<file path="src/rtl/assert_macros.svh">
// ----------------------------------------------------------------------------
// Assertion macros shared by the pacer RTL
// ----------------------------------------------------------------------------
`ifndef ASSERT_MACROS_SVH
`define ASSERT_MACROS_SVH

// Checked on every rising edge while out of reset.
`define ASSERT_SYNC(label, clk, rstn, prop, msg) \
    label: assert property (@(posedge clk) disable iff (!rstn) (prop)) \
        else $error(msg);

// Checked on every rising edge, reset included.
`define ASSERT_ALWAYS(label, clk, prop, msg) \
    label: assert property (@(posedge clk) (prop)) \
        else $error(msg);

`endif

</file>
<file path="src/rtl/lrp_pkg.sv">
`default_nettype none
// ----------------------------------------------------------------------------
// lrp_pkg
// Shared types and constants of the link rate pacer.
// ----------------------------------------------------------------------------
package lrp_pkg;

    // configuration register widths
    localparam int TICK_W   = 16;
    localparam int LAT_W    = 32;
    localparam int IV_W     = 32;
    localparam int TIME_W   = 64;
    localparam int CFG_IDX_W = 2;
    localparam int CFG_DATA_W = 32;

    // ceiling divider: 32-bit dividend, 16-bit divisor, one bit per cycle
    localparam int DIV_W     = 32;
    localparam int DSR_W     = 16;
    localparam int DIV_CNT_W = 6;

    typedef enum logic [CFG_IDX_W-1:0] {
        CFG_TICK_PERIOD    = 2'd0,
        CFG_ACCESS_LATENCY = 2'd1,
        CFG_ISSUE_INTERVAL = 2'd2
    } cfg_index_t;

    localparam logic [TICK_W-1:0] TICK_RESET = 16'd1000;
    localparam logic [LAT_W-1:0]  LAT_RESET  = 32'd0;
    localparam logic [IV_W-1:0]   IV_RESET   = 32'd1;
    // tick counts derived from the reset values above
    localparam logic [DIV_W-1:0]  SVC_RESET  = 32'd1;
    localparam logic [DIV_W-1:0]  BUSY_RESET = 32'd1;

    typedef struct packed {
        logic busy;
        logic done;
    } div_status_t;

endpackage
`default_nettype wire

</file>
<file path="src/rtl/lrp_ceil_div.sv">
`default_nettype none
// ----------------------------------------------------------------------------
// lrp_ceil_div
// Restoring divider, one quotient bit per cycle, result rounded up.
// ----------------------------------------------------------------------------
`include "assert_macros.svh"

module lrp_ceil_div (
    input  wire logic                          aclk,
    input  wire logic                          aresetn,
    input  wire logic                          start,
    input  wire logic [lrp_pkg::DIV_W-1:0]     dividend,
    input  wire logic [lrp_pkg::DSR_W-1:0]     divisor,   // never zero
    output lrp_pkg::div_status_t               status,
    output logic      [lrp_pkg::DIV_W-1:0]     quotient
);

    logic                            busy_reg, busy_next;
    logic                            done_reg, done_next;
    logic [lrp_pkg::DIV_CNT_W-1:0]   count_reg, count_next;
    logic [lrp_pkg::DIV_W-1:0]       quo_reg, quo_next;
    logic [lrp_pkg::DSR_W-1:0]       rem_reg, rem_next;
    logic [lrp_pkg::DSR_W-1:0]       dsr_reg, dsr_next;
    logic [lrp_pkg::DIV_W-1:0]       result_reg, result_next;
    logic [lrp_pkg::DSR_W:0]         shifted;
    logic [lrp_pkg::DSR_W:0]         diff;
    logic                            fits;

    assign shifted = {rem_reg, quo_reg[lrp_pkg::DIV_W-1]};
    assign diff    = shifted - {1'b0, dsr_reg};
    assign fits    = shifted >= {1'b0, dsr_reg};

    always_comb begin
        busy_next   = busy_reg;
        done_next   = 1'b0;
        count_next  = count_reg;
        quo_next    = quo_reg;
        rem_next    = rem_reg;
        dsr_next    = dsr_reg;
        result_next = result_reg;
        if (start) begin
            busy_next  = 1'b1;
            count_next = lrp_pkg::DIV_CNT_W'(lrp_pkg::DIV_W);
            quo_next   = dividend;
            rem_next   = '0;
            dsr_next   = divisor;
        end else if (busy_reg) begin
            if (count_reg != '0) begin
                quo_next   = {quo_reg[lrp_pkg::DIV_W-2:0], fits};
                rem_next   = fits ? diff[lrp_pkg::DSR_W-1:0] : shifted[lrp_pkg::DSR_W-1:0];
                count_next = count_reg - 1'b1;
            end else begin
                // round up when anything is left over
                result_next = quo_reg + lrp_pkg::DIV_W'(rem_reg != '0);
                busy_next   = 1'b0;
                done_next   = 1'b1;
            end
        end
    end

    always_ff @(posedge aclk) begin
        if (!aresetn) begin
            busy_reg  <= 1'b0;
            done_reg  <= 1'b0;
            count_reg <= '0;
        end else begin
            busy_reg  <= busy_next;
            done_reg  <= done_next;
            count_reg <= count_next;
        end
    end

    always_ff @(posedge aclk) begin
        quo_reg    <= quo_next;
        rem_reg    <= rem_next;
        dsr_reg    <= dsr_next;
        result_reg <= result_next;
    end

    assign status.busy = busy_reg;
    assign status.done = done_reg;
    assign quotient    = result_reg;

    `ASSERT_SYNC(a_start_busy, aclk, aresetn, start |=> busy_reg, "divider did not start")
    `ASSERT_SYNC(a_done_idle, aclk, aresetn, !(done_reg && busy_reg), "done while still busy")

endmodule
`default_nettype wire

</file>
<file path="src/rtl/lrp_pace_dp.sv">
`default_nettype none
// ----------------------------------------------------------------------------
// lrp_pace_dp
// Per-tick pacing decision, tick state and running statistics.
// ----------------------------------------------------------------------------
`include "assert_macros.svh"

module lrp_pace_dp #(
    parameter int CYCLE_BITS = 48
) (
    input  wire logic                          aclk,
    input  wire logic                          aresetn,
    input  wire logic                          step,
    input  wire logic                          head_valid,
    input  wire logic [CYCLE_BITS-1:0]         head_arrive_cycle,
    input  wire logic [lrp_pkg::TICK_W-1:0]    tick_period,     // zero already mapped to 1
    input  wire logic [lrp_pkg::IV_W-1:0]      issue_interval,  // zero already mapped to 1
    input  wire logic [lrp_pkg::DIV_W-1:0]     svc_ticks,
    input  wire logic [lrp_pkg::DIV_W-1:0]     busy_ticks,
    output logic                               res_issued,
    output logic [9*CYCLE_BITS-1:0]            res_data
);

    localparam int CW    = CYCLE_BITS;
    localparam int EXT_W = ((CW > lrp_pkg::DIV_W) ? CW : lrp_pkg::DIV_W) + 1;
    localparam int TW    = lrp_pkg::TIME_W;
    localparam logic [CW-1:0] CYC_TOP = '1;

    function automatic logic [CW-1:0] sat_cyc(input logic [CW-1:0] a,
                                              input logic [EXT_W-1:0] b);
        logic [EXT_W-1:0] s;
        s = EXT_W'(a) + b;
        return (s[EXT_W-1:CW] != '0) ? CYC_TOP : s[CW-1:0];
    endfunction

    logic [CW-1:0] cycle_reg, cycle_next;
    logic [TW-1:0] time_reg, time_next;
    logic [TW-1:0] next_issue_reg, next_issue_next;
    logic [CW-1:0] served_reg, served_next;
    logic [CW-1:0] wait_sum_reg, wait_sum_next;
    logic [CW-1:0] wait_peak_reg, wait_peak_next;
    logic [CW-1:0] res_sum_reg, res_sum_next;
    logic [CW-1:0] res_peak_reg, res_peak_next;
    logic [CW-1:0] busy_sum_reg, busy_sum_next;
    logic [CW-1:0] completion_reg, completion_next;

    logic [TW:0]   time_sum;
    logic [TW:0]   issue_sum;
    logic          fire;
    logic [CW-1:0] wait_v;
    logic [CW-1:0] depart_v;
    logic [CW-1:0] resid_v;

    always_comb begin
        cycle_next = cycle_reg + CW'(1);
        time_sum   = {1'b0, time_reg} + (TW+1)'(tick_period);
        time_next  = time_sum[TW] ? '1 : time_sum[TW-1:0];

        fire = head_valid && (time_next >= next_issue_reg);

        // on an issue the time has caught up, so the later of the two
        // candidate issue times is always the one based on the time
        issue_sum = {1'b0, time_next} + (TW+1)'(issue_interval);

        wait_v   = (cycle_next >= head_arrive_cycle) ? cycle_next - head_arrive_cycle : '0;
        depart_v = sat_cyc(cycle_next, EXT_W'(svc_ticks));
        resid_v  = (depart_v >= head_arrive_cycle) ? depart_v - head_arrive_cycle : '0;

        next_issue_next = next_issue_reg;
        served_next     = served_reg;
        wait_sum_next   = wait_sum_reg;
        wait_peak_next  = wait_peak_reg;
        res_sum_next    = res_sum_reg;
        res_peak_next   = res_peak_reg;
        busy_sum_next   = busy_sum_reg;
        completion_next = completion_reg;
        if (fire) begin
            next_issue_next = issue_sum[TW] ? '1 : issue_sum[TW-1:0];
            served_next     = sat_cyc(served_reg, EXT_W'(1));
            wait_sum_next   = sat_cyc(wait_sum_reg, EXT_W'(wait_v));
            wait_peak_next  = (wait_v > wait_peak_reg) ? wait_v : wait_peak_reg;
            res_sum_next    = sat_cyc(res_sum_reg, EXT_W'(resid_v));
            res_peak_next   = (resid_v > res_peak_reg) ? resid_v : res_peak_reg;
            busy_sum_next   = sat_cyc(busy_sum_reg, EXT_W'(busy_ticks));
            completion_next = (depart_v > completion_reg) ? depart_v : completion_reg;
        end
    end

    always_ff @(posedge aclk) begin
        if (!aresetn) begin
            cycle_reg      <= '0;
            time_reg       <= '0;
            next_issue_reg <= '0;
            served_reg     <= '0;
            wait_sum_reg   <= '0;
            wait_peak_reg  <= '0;
            res_sum_reg    <= '0;
            res_peak_reg   <= '0;
            busy_sum_reg   <= '0;
            completion_reg <= '0;
        end else if (step) begin
            cycle_reg      <= cycle_next;
            time_reg       <= time_next;
            next_issue_reg <= next_issue_next;
            served_reg     <= served_next;
            wait_sum_reg   <= wait_sum_next;
            wait_peak_reg  <= wait_peak_next;
            res_sum_reg    <= res_sum_next;
            res_peak_reg   <= res_peak_next;
            busy_sum_reg   <= busy_sum_next;
            completion_reg <= completion_next;
        end
    end

    // depart_cycle in the lowest bits, last_completion in the highest
    assign res_issued = fire;
    assign res_data   = {completion_next, busy_sum_next, res_peak_next, res_sum_next,
                         wait_peak_next, wait_sum_next, served_next,
                         fire ? wait_v : CW'(0), fire ? depart_v : CW'(0)};

    `ASSERT_SYNC(a_issue_time_held, aclk, aresetn,
        (step && !fire) |=> $stable(next_issue_reg), "issue time moved without an issue")
    `ASSERT_SYNC(a_served_step, aclk, aresetn,
        1'b1 |=> (served_reg == $past(served_reg)) || (served_reg == $past(served_reg) + 1'b1),
        "served count jumped")

endmodule
`default_nettype wire

</file>
<file path="src/rtl/link_rate_pacer_with_stats_core.sv">
`default_nettype none
// ----------------------------------------------------------------------------
// link_rate_pacer_with_stats_core
// Fixed-interval link pacer with saturating wait/residence/busy statistics.
// ----------------------------------------------------------------------------
// One input word is one controller tick: it says whether a request waits at
// the head of the external queue and when it arrived. The core advances its
// cycle count and picosecond time, pops the head request once the time has
// reached the next allowed issue time, and returns one result word per input
// word with the departure cycle, the wait and the running statistics. A word
// is accepted every cycle while s_tready is high. Each word passes the input
// register, then the result register, which drives the m_ side. While a
// finished result waits for m_tready the core takes one more word into its
// input register, then holds s_tready low. The service and busy tick counts
// are ceiling divisions by the tick period done by two one-bit-per-cycle
// dividers: after each accepted write to a known register s_tready and
// cfg_ready stay low while they run. No clearing pass is needed after reset.
`include "assert_macros.svh"

module link_rate_pacer_with_stats_core #(
    parameter int CYCLE_BITS = 48
) (
    input  wire logic                              aclk,
    input  wire logic                              aresetn,

    // tick input
    input  wire logic                              s_tvalid,
    output logic                                   s_tready,
    input  wire logic [((CYCLE_BITS+7)/8)*8-1:0]   s_tdata,   // head_arrive_cycle
    input  wire logic                              s_tuser,   // head_valid

    // result output
    output logic                                   m_tvalid,
    input  wire logic                              m_tready,
    // depart_cycle, head wait, served_count, total_wait, max_wait,
    // total_residence, max_residence, link_busy_total, last_completion
    output logic [((9*CYCLE_BITS+7)/8)*8-1:0]      m_tdata,
    output logic                                   m_tuser,   // issued

    // register writes
    input  wire logic                              cfg_valid,
    output logic                                   cfg_ready,
    input  wire logic [lrp_pkg::CFG_IDX_W-1:0]     cfg_index,
    input  wire logic [lrp_pkg::CFG_DATA_W-1:0]    cfg_data
);

    localparam int CW  = CYCLE_BITS;
    localparam int M_W = ((9*CYCLE_BITS+7)/8)*8;

    // ---- configuration registers ----
    logic [lrp_pkg::TICK_W-1:0] tick_reg, tick_next;
    logic [lrp_pkg::LAT_W-1:0]  lat_reg, lat_next;
    logic [lrp_pkg::IV_W-1:0]   iv_reg, iv_next;
    logic                       cfg_hit;
    logic                       div_start_reg;
    logic                       div_busy;

    // derived tick counts
    logic [lrp_pkg::DIV_W-1:0]  svc_reg, busy_ticks_reg;
    logic [lrp_pkg::DIV_W-1:0]  lat_quot, iv_quot;
    lrp_pkg::div_status_t       lat_stat, iv_stat;

    logic [lrp_pkg::TICK_W-1:0] tick_eff;
    logic [lrp_pkg::IV_W-1:0]   iv_eff;

    // ---- pipeline ----
    logic                       in_valid_reg, in_valid_next;
    logic                       in_head_reg;
    logic [CW-1:0]              in_arrive_reg;
    logic                       out_valid_reg, out_valid_next;
    logic                       out_issued_reg;
    logic [9*CW-1:0]            out_data_reg;
    logic                       s_accept;
    logic                       advance;
    logic                       res_issued;
    logic [9*CW-1:0]            res_data;

    // zero period or interval behaves as one
    assign tick_eff = (tick_reg == '0) ? lrp_pkg::TICK_W'(1) : tick_reg;
    assign iv_eff   = (iv_reg == '0)   ? lrp_pkg::IV_W'(1)   : iv_reg;

    assign div_busy  = div_start_reg || lat_stat.busy || iv_stat.busy;
    assign cfg_ready = !div_busy;

    always_comb begin
        tick_next = tick_reg;
        lat_next  = lat_reg;
        iv_next   = iv_reg;
        cfg_hit   = 1'b0;
        if (cfg_valid && cfg_ready) begin
            unique case (cfg_index)
                lrp_pkg::CFG_TICK_PERIOD: begin
                    tick_next = cfg_data[lrp_pkg::TICK_W-1:0];
                    cfg_hit   = 1'b1;
                end
                lrp_pkg::CFG_ACCESS_LATENCY: begin
                    lat_next = cfg_data[lrp_pkg::LAT_W-1:0];
                    cfg_hit  = 1'b1;
                end
                lrp_pkg::CFG_ISSUE_INTERVAL: begin
                    iv_next = cfg_data[lrp_pkg::IV_W-1:0];
                    cfg_hit = 1'b1;
                end
                default: cfg_hit = 1'b0;   // unknown index, ignored
            endcase
        end
    end

    always_ff @(posedge aclk) begin
        if (!aresetn) begin
            tick_reg       <= lrp_pkg::TICK_RESET;
            lat_reg        <= lrp_pkg::LAT_RESET;
            iv_reg         <= lrp_pkg::IV_RESET;
            div_start_reg  <= 1'b0;
            svc_reg        <= lrp_pkg::SVC_RESET;
            busy_ticks_reg <= lrp_pkg::BUSY_RESET;
        end else begin
            tick_reg      <= tick_next;
            lat_reg       <= lat_next;
            iv_reg        <= iv_next;
            // dividers start the cycle after the write lands
            div_start_reg <= cfg_hit;
            if (lat_stat.done) begin
                // service takes at least one tick
                svc_reg        <= (lat_quot == '0) ? lrp_pkg::DIV_W'(1) : lat_quot;
                busy_ticks_reg <= iv_quot;
            end
        end
    end

    lrp_ceil_div u_lat_div (
        .aclk     (aclk),
        .aresetn  (aresetn),
        .start    (div_start_reg),
        .dividend (lat_reg),
        .divisor  (tick_eff),
        .status   (lat_stat),
        .quotient (lat_quot)
    );

    lrp_ceil_div u_iv_div (
        .aclk     (aclk),
        .aresetn  (aresetn),
        .start    (div_start_reg),
        .dividend (iv_eff),
        .divisor  (tick_eff),
        .status   (iv_stat),
        .quotient (iv_quot)
    );

    // ---- handshake: input register -> single pass -> result register ----
    assign advance  = in_valid_reg && (!out_valid_reg || m_tready);
    assign s_tready = !div_busy && (!in_valid_reg || advance);
    assign s_accept = s_tvalid && s_tready;

    always_comb begin
        in_valid_next = in_valid_reg;
        if (s_accept)
            in_valid_next = 1'b1;
        else if (advance)
            in_valid_next = 1'b0;

        out_valid_next = out_valid_reg;
        if (advance)
            out_valid_next = 1'b1;
        else if (m_tready)
            out_valid_next = 1'b0;
    end

    always_ff @(posedge aclk) begin
        if (!aresetn) begin
            in_valid_reg  <= 1'b0;
            out_valid_reg <= 1'b0;
        end else begin
            in_valid_reg  <= in_valid_next;
            out_valid_reg <= out_valid_next;
        end
    end

    always_ff @(posedge aclk) begin
        if (s_accept) begin
            in_head_reg   <= s_tuser;
            in_arrive_reg <= s_tdata[CW-1:0];
        end
        if (advance) begin
            out_issued_reg <= res_issued;
            out_data_reg   <= res_data;
        end
    end

    lrp_pace_dp #(
        .CYCLE_BITS (CYCLE_BITS)
    ) u_dp (
        .aclk              (aclk),
        .aresetn           (aresetn),
        .step              (advance),
        .head_valid        (in_head_reg),
        .head_arrive_cycle (in_arrive_reg),
        .tick_period       (tick_eff),
        .issue_interval    (iv_eff),
        .svc_ticks         (svc_reg),
        .busy_ticks        (busy_ticks_reg),
        .res_issued        (res_issued),
        .res_data          (res_data)
    );

    assign m_tvalid = out_valid_reg;
    assign m_tuser  = out_issued_reg;
    assign m_tdata  = M_W'(out_data_reg);

    `ASSERT_SYNC(a_cfg_holds_input, aclk, aresetn,
        cfg_hit |=> !s_tready, "word accepted while tick counts rebuild")
    `ASSERT_SYNC(a_out_drains, aclk, aresetn,
        (m_tvalid && m_tready && !in_valid_reg) |=> !m_tvalid, "result word repeated")

endmodule
`default_nettype wire

</file>
<file path="config.mk">
export PLATFORM = sky130hd
export DESIGN_NAME = link_rate_pacer_with_stats_core
export DESIGN_NICKNAME = d
export VERILOG_FILES = /design/src/rtl/lrp_pkg.sv /design/src/rtl/lrp_ceil_div.sv /design/src/rtl/lrp_pace_dp.sv /design/src/rtl/link_rate_pacer_with_stats_core.sv
export VERILOG_INCLUDE_DIRS = /design/src /design/src/rtl
export SDC_FILE = /design/constraint.sdc
export NUM_CORES = 2
export LEC_CHECK = 0
export ABC_AREA = 0
export BUFFER_PORTS_ARGS = -buffer_cell sky130_fd_sc_hd__buf_2
export CAP_MARGIN = 20
export CORE_ASPECT_RATIO = 1.4
export CORE_MARGIN = 3
export CORE_UTILIZATION = 53
export CTS_CLUSTER_DIAMETER = 30
export DETAILED_ROUTE_END_ITERATION = 16
export PLACE_DENSITY = 0.73
export SYNTH_ARGS = -nofsm -noshare
export SYNTH_HDL_FRONTEND = slang
export SYNTH_SLANG_ARGS = --single-unit
</file>
<file path="constraint.sdc">
create_clock -name aclk -period 26.8 [get_ports aclk]
set_clock_uncertainty 0.15 [all_clocks]
set_input_delay 2.68 -clock aclk [delete_from_list [all_inputs] [get_ports aclk]]
set_output_delay 2.68 -clock aclk [all_outputs]
set_load 0.005 [all_outputs]
</file>
### Yosys cells after proc, flatten, opt, wreduce, memory -nomap -nowiden

Cells that the tools add are included.

| word-level totals | value |
|---|---|
| register bits | 1332 |
| bits of input ports | 88 |
| logic and storage cells | 156 |

| cells by class | value |
|---|---|
| add/sub/neg operators | 16 |
| order comparisons | 8 |
| equality and inequality tests | 2 |
| mux-type cells | 48 |
| bitwise gates (word level) | 5 |
| reductions and logical operators | 40 |

Operators by type and width:

| kind | number |
|---|---|
| 48-bit two-way mux | 17 |
| 32-bit two-way mux | 8 |
| 48-bit greater-than comparator | 3 |
| 64-bit two-way mux | 2 |
| 48-bit by 32-bit adder with 49-bit output | 2 |
| 48-bit by 48-bit adder with 49-bit output | 2 |
| 48-bit >= comparator | 2 |
| 48-bit subtractor | 2 |
| 64-bit by 16-bit adder with 65-bit output | 1 |
| 64-bit by 32-bit adder with 65-bit output | 1 |
| 32-bit by 1-bit adder with 32-bit output | 2 |
| 64-bit >= comparator | 1 |
| 32-bit logical NOT | 2 |
| 48-bit by 1-bit adder with 49-bit output (second input constant) | 1 |
| 48-bit by 1-bit adder with 48-bit output (second input constant) | 1 |
| 16-bit two-way mux | 3 |
| 6-bit two-way mux | 6 |
| 17-bit by 16-bit >= comparator with 1-bit output | 2 |
| 16-bit nonzero test | 2 |
| 16-bit subtractor | 2 |
| 2-bit AND reduction | 9 |
| 16-bit logical NOT | 1 |
| 1-bit two-way mux | 12 |
| 2-bit nonzero test | 6 |
| other kinds (12) | 29 |

### Logic depth before layout (Yosys ltp)

| logic depth | value |
|---|---|
| word-level depth | 8 |
| depth in mapped cells | 54 |
| depth with buffers taken out | 46 |

### By module

A second synthesis with hierarchy kept.

| second synthesis, totals | value |
|---|---|
| cell total of the unflattened synthesis | 8871 |
| area, all modules | 80797.5 um2 |

By module, submodules not included:

| module | instances | cells an instance | area each (um2) |
|---|---|---|---|
| lrp_pace_dp | 1 | 6826 | 49837.8 |
| link_rate_pacer_with_stats_core | 1 | 1133 | 20282.0 |
| lrp_ceil_div | 2 | 456 | 5338.9 |

### Worst setup path after synthesis

No wires, ideal clock.

| timing path | value |
|---|---|
| path kind | input-to-reg |
| start point | input m_tready |
| end point | register u_dp.time_reg[38] |
| library setup time | 0.703 ns |
| arrival time | 15.634 ns |
| data required time | 25.947 ns |
| path slack | 10.313 ns |
| cell stages on the path | 7 |
| path buffers | 3 |
| path through | nor2b_1 -> nand2b_1 -> clkbuf_1 -> clkinv_1 -> clkbuf_1 -> clkbuf_1 -> a211oi_1 |

| on the way | value |
|---|---|
| word-level cells in the longest chain between the ends | 2 |

RTL lines:

| what | line | text |
|---|---|---|
| start, declared | link_rate_pacer_with_stats_core.sv:34 | `input wire logic m_tready,` |
| 1-bit logical OR | link_rate_pacer_with_stats_core.sv:152 | `assign advance = in_valid_reg && (!out_valid_reg \|\| m_tready);` |
| 1-bit logical AND | link_rate_pacer_with_stats_core.sv:152 |  |
| named net advance | link_rate_pacer_with_stats_core.sv:74 | `logic advance;` |
| end signal, assigned | lrp_pace_dp.sv:103 | `time_reg <= time_next;` |
| end, declared | lrp_pace_dp.sv:37 | `logic [TW-1:0] time_reg, time_next;` |

The timed path passes the listed nets, and every way through them passes these cells.
A chain may end at the register's enable or synchronous reset.

### Worst setup path in the final report

| timing path | value |
|---|---|
| start point | register u_dp.cycle_reg[0] |
| end point | register u_dp.res_peak_reg[46] |

| on the way | value |
|---|---|
| word-level cells in the longest chain between the ends | 8 |

RTL lines:

| what | line | text |
|---|---|---|
| start, declared | lrp_pace_dp.sv:36 | `logic [CW-1:0] cycle_reg, cycle_next;` |
| start signal, assigned | lrp_pace_dp.sv:102 | `cycle_reg <= cycle_next;` |
| 48-bit by 1-bit adder with 48-bit output (*) | lrp_pace_dp.sv:55 | `cycle_next = cycle_reg + CW'(1);` |
| named net u_dp.cycle_next[10] | lrp_pace_dp.sv:36 |  |
| 48-bit by 32-bit adder with 49-bit output (*) | lrp_pace_dp.sv:32 | `s = EXT_W'(a) + b;` |
| 48-bit two-way mux (*) | lrp_pace_dp.sv:33 | `return (s[EXT_W-1:CW] != '0) ? CYC_TOP : s[CW-1:0];` |
| named net u_dp.depart_v[4] | lrp_pace_dp.sv:51 | `logic [CW-1:0] depart_v;` |
| 48-bit subtractor or 48-bit >= comparator (tied branches) | lrp_pace_dp.sv:67 | `resid_v = (depart_v >= head_arrive_cycle) ? depart_v - head_arrive_cycle : '0;` |
| 48-bit two-way mux (*) | lrp_pace_dp.sv:67 |  |
| 48-bit greater-than comparator | lrp_pace_dp.sv:83 | `res_peak_next = (resid_v > res_peak_reg) ? resid_v : res_peak_reg;` |
| 48-bit two-way mux (*) | lrp_pace_dp.sv:83 |  |
| 48-bit two-way mux (*) | lrp_pace_dp.sv:77 | `if (fire) begin` |
| end signal, assigned | lrp_pace_dp.sv:109 | `res_peak_reg <= res_peak_next;` |
| end, declared | lrp_pace_dp.sv:43 | `logic [CW-1:0] res_peak_reg, res_peak_next;` |

Mark *: on every way through the listed nets, which the timed path passes. The rest lies on a longest branch.

==> flow_metrics.py <==
metrics = {
    "finish": {
        "layout_common_cells": "nand2_1, nor2_1, dfxtp_1",
        "layout-drive-gt1-share": 0.140,
        "final_util": 0.615,
        "fin_nets": 9744,
        "fill_cells": 12325,
        "largest_reg_flops": 432,
        "final_common_cell": "nand2_1",
        "areaGrowthSynthToFinish_pct": 15.3,
    },
    "die": {
        "ios": 524,
        "fp-row-count": 166,
        "die_area_sq_mm": 0.152,
        "fp.dieH_um": 460,
        "die_w_um": 331,
        "core_sq_mm": 0.146,
        "initial_core_util": 0.534,
    },
    "placed_design": {
        "portBuffers": 523,
        "dp_hpwl_mm": 193,
        "gp_congestion": 1.02,
    },
    "setup_path": {
        "start_kind": "register",
        "crit_type": "reg2reg",
        "r2r-end": "u_dp.res_peak_reg[46]",
        "worstReg2RegStart": "u_dp.cycle_reg[0]",
        "max_stage_delay_ps": 790,
        "r2r_slack_ps": 12510,
        "crit_path_end": "u_dp.res_peak_reg[46]",
        "cp-startpoint": "u_dp.cycle_reg[0]",
        "cp_max_fo": 58,
        "critPathArrivalTime_ps": 14870,
        "cp.required_ps": 27370,
        "cp_slowest_cell": "a21boi_0",
        "r2r_cells": 44,
        "crit_path_end_kind": "register",
    },
    "power_and_ir_drop": {
        "switching_share": 0.291,
        "comb_power_share": 0.129,
        "p_leak_nw": 37.3,
        "p_per_area_mw_per_mm2": 66.7,
        "seqPwrFrac": 0.388,
        "clkPwrFrac": 0.483,
        "internal_power_w": 0.00426,
        "p_switching_w": 0.00175,
        "vdd_ir_drop_max_uv": 52.0,
    },
    "clocking": {
        "htree_levels": 4,
        "ctsResizeCount": 0,
        "cts.sinks": 1332,
        "cts_buffers": 221,
        "hold_buffers": 0,
        "cts_tree": "done",
        "clock_path_buffers": 3,
        "cts_root_buffer": "clkbuf_16",
        "clk_pin_slew_ps": 50,
        "postCtsSetupRepairBufs": 0,
        "insertion_delay_ps": 860,
    },
    "synthesis": {
        "synth_warnings": 0,
        "netlist_area_sq_mm": 0.0781,
        "synthCells": 8727,
        "synthFlopType": "dfxtp_1",
        "yosysTopAreaCell": "edfxtp_1",
        "synth_top_cell_area_share": 0.241,
        "synthArstFlopShare": 0,
        "yosysSeqAreaShare": 0.421,
        "ys_types": 110,
        "ys_ff_latch": 1332,
        "avgSynthCellArea_sq_um": 8.95,
        "synthesis.nets": 9379,
        "synth_edf_count": 626,
        "synthTopCellsByArea": "edfxtp_1, dfxtp_1, ha_1, nand2_1, a21oi_1",
    },
    "timing": {
        "setup_viol": 0,
        "slew_headroom": -0.0788,
        "fin_setup_tns_ps": 0,
        "worst_slew_pin_slew_ps": 1620,
        "rsz0062_at_grt": "no",
        "hold_viol": 0,
        "post-route-min-period_ps": 14290,
        "timing.fmax_mhz": 70.0,
        "min_period_over_period": 0.533,
        "slew_viol_final": 80,
    },
    "global_routing": {
        "grt_antenna_before_repair": 20,
        "gr-total-overflow": 0,
        "track_usage": 0.327,
        "grt_pass1_wl_mm": 383,
        "grt_max_degree": 266,
        "first_global_vias": 64788,
    },
    "drt": {
        "routed_via_density": 6.03,
        "drt-total-wl_mm": 256,
        "route.met3.wl_mm": 18.5,
        "vias": 67783,
        "post-route-drc-count": 0,
        "routed.top_layer": "met5",
        "dr.first_iter.drc_count": 6147,
        "drtPass1Iterations": 8,
        "ant_nets": 0,
        "met2_length_mm": 121,
        "drt-met1-wl_mm": 98.9,
        "wl_per_cell_um": 22.8,
    },
    "min_path": {
        "min_path_type": "reg2reg",
        "worstHoldStart": "lat_reg[0]",
    },
    "outcome": {
        "violations": "slew limit",
        "status": "complete, but fails checks",
    },
    "flow_run": {
        "drv_cap": 0,
    },
}
-- metrics by stage --
stage	setup WS (ps)	total power, W	instances	cell area (sq um)	hold slack [ps]
after global placement	13080	0.00312	10794	82200	288
after global routing	11860	0.00621	11226	90100	332
after CTS	12530	0.00603	11220	90000	306
final	12510	0.00601	11238	90100	304
after floorplan	10310	0.00285	8727	78100	283
after detailed placement	12590	0.00313	10798	82200	293
-- synth_stat cells, types with 14 or more instances --
library cell and instances:
nor2b_1 57, a31o_2 14, xnor2_1 320, edfxtp_1 626
o31ai_1 22, and3_1 114, clkbuf_1 398, o21bai_1 44
a211oi_1 92, and2_1 35, a21o_1 253, o21ai_0 612
a311oi_1 33, nand3_1 199, o21ai_1 30, and4_1 22
o22ai_1 33, a2111oi_0 17, nand4_1 149, dfxtp_1 706
a21oi_1 703, or2_2 17, a21boi_0 17, a31oi_1 60
nand2_1 1072, xor2_1 225, mux2i_1 97, nor3_1 125
a221oi_2 61, nand2b_1 61, a221oi_1 14, o21a_1 71
o211ai_1 22, nor4_1 55, buf_2 23, ha_1 554
buf_1 29, inv_1 500, nor2_1 833, or3_1 47
a211o_1 25, mux2_2 118
-- power by group through the flow --
stage               registers, W  clock network (W)  logic, W
floorplan                0.00236                  0  0.000483
detailed placement       0.00237                  0  0.000765
global route             0.00234            0.00304  0.000842
finish                   0.00233            0.00290  0.000777
CTS                      0.00233            0.00293  0.000770
global placement         0.00237                  0  0.000755
-- metal layers --
layer / vias to the layer above / global-route usage
met3: 632 / 0.0512
met1: 32311 / 0.391
li1: 31978 / -
met5: - / 0
met2: 2850 / 0.550
met4: 12 / 0.204
-- cells by family (layout without fill, tap and decap cells) --
group,Yosys count,in the layout,share of synthesized area
muxes,217,217,0.0298
and+or+nand+nor,2857,2857,0.167
xor gates and xnor gates,545,545,0.0611
buffers and inverters,957,1521,0.0464
adders and majority gates,564,564,0.0913
other,0,15,0
DFF,1332,1332,0.421
AOI/OAI and AO/OA,2255,2255,0.183
-- how the worst min path moves through the flow --
stage	end	cells past startpoint	slack, ps
3_3_place_gp	lat_reg[7]	2	290
3_5_place_dp	lat_reg[8]	2	290
4_1_cts	lat_reg[2]	2	310
2_1_floorplan	lat_reg[10]	2	280
6_report	lat_reg[0]	2	300
5_1_grt	lat_reg[18]	2	330
-- final cells by class --
class / instances / area, sq um / share of cell area
timing repair buffer: 595 / 3240 / 0.0360
inverter: 504 / 1910 / 0.0212
sequential: 1332 / 32900 / 0.366
tap: 1932 / 2420 / 0.0268
antenna: 15 / 37.5 / 0.000417
clock buffer: 252 / 5900 / 0.0655
multi-input combinational: 6438 / 41800 / 0.464
clock inverter: 170 / 1880 / 0.0209
-- critical path: cells and delay by family, from the launching register on --
kind / cells / cell delay [ps]
AOI/OAI and AO/OA: 16 / 5030
xor gates and xnor gates: 2 / 520
adders and majority gates: 4 / 1350
buffers and inverters: 3 / 770
DFF: 1 / 460
and+or+nand+nor: 19 / 5780
Power figures use the tool's default switching activity.
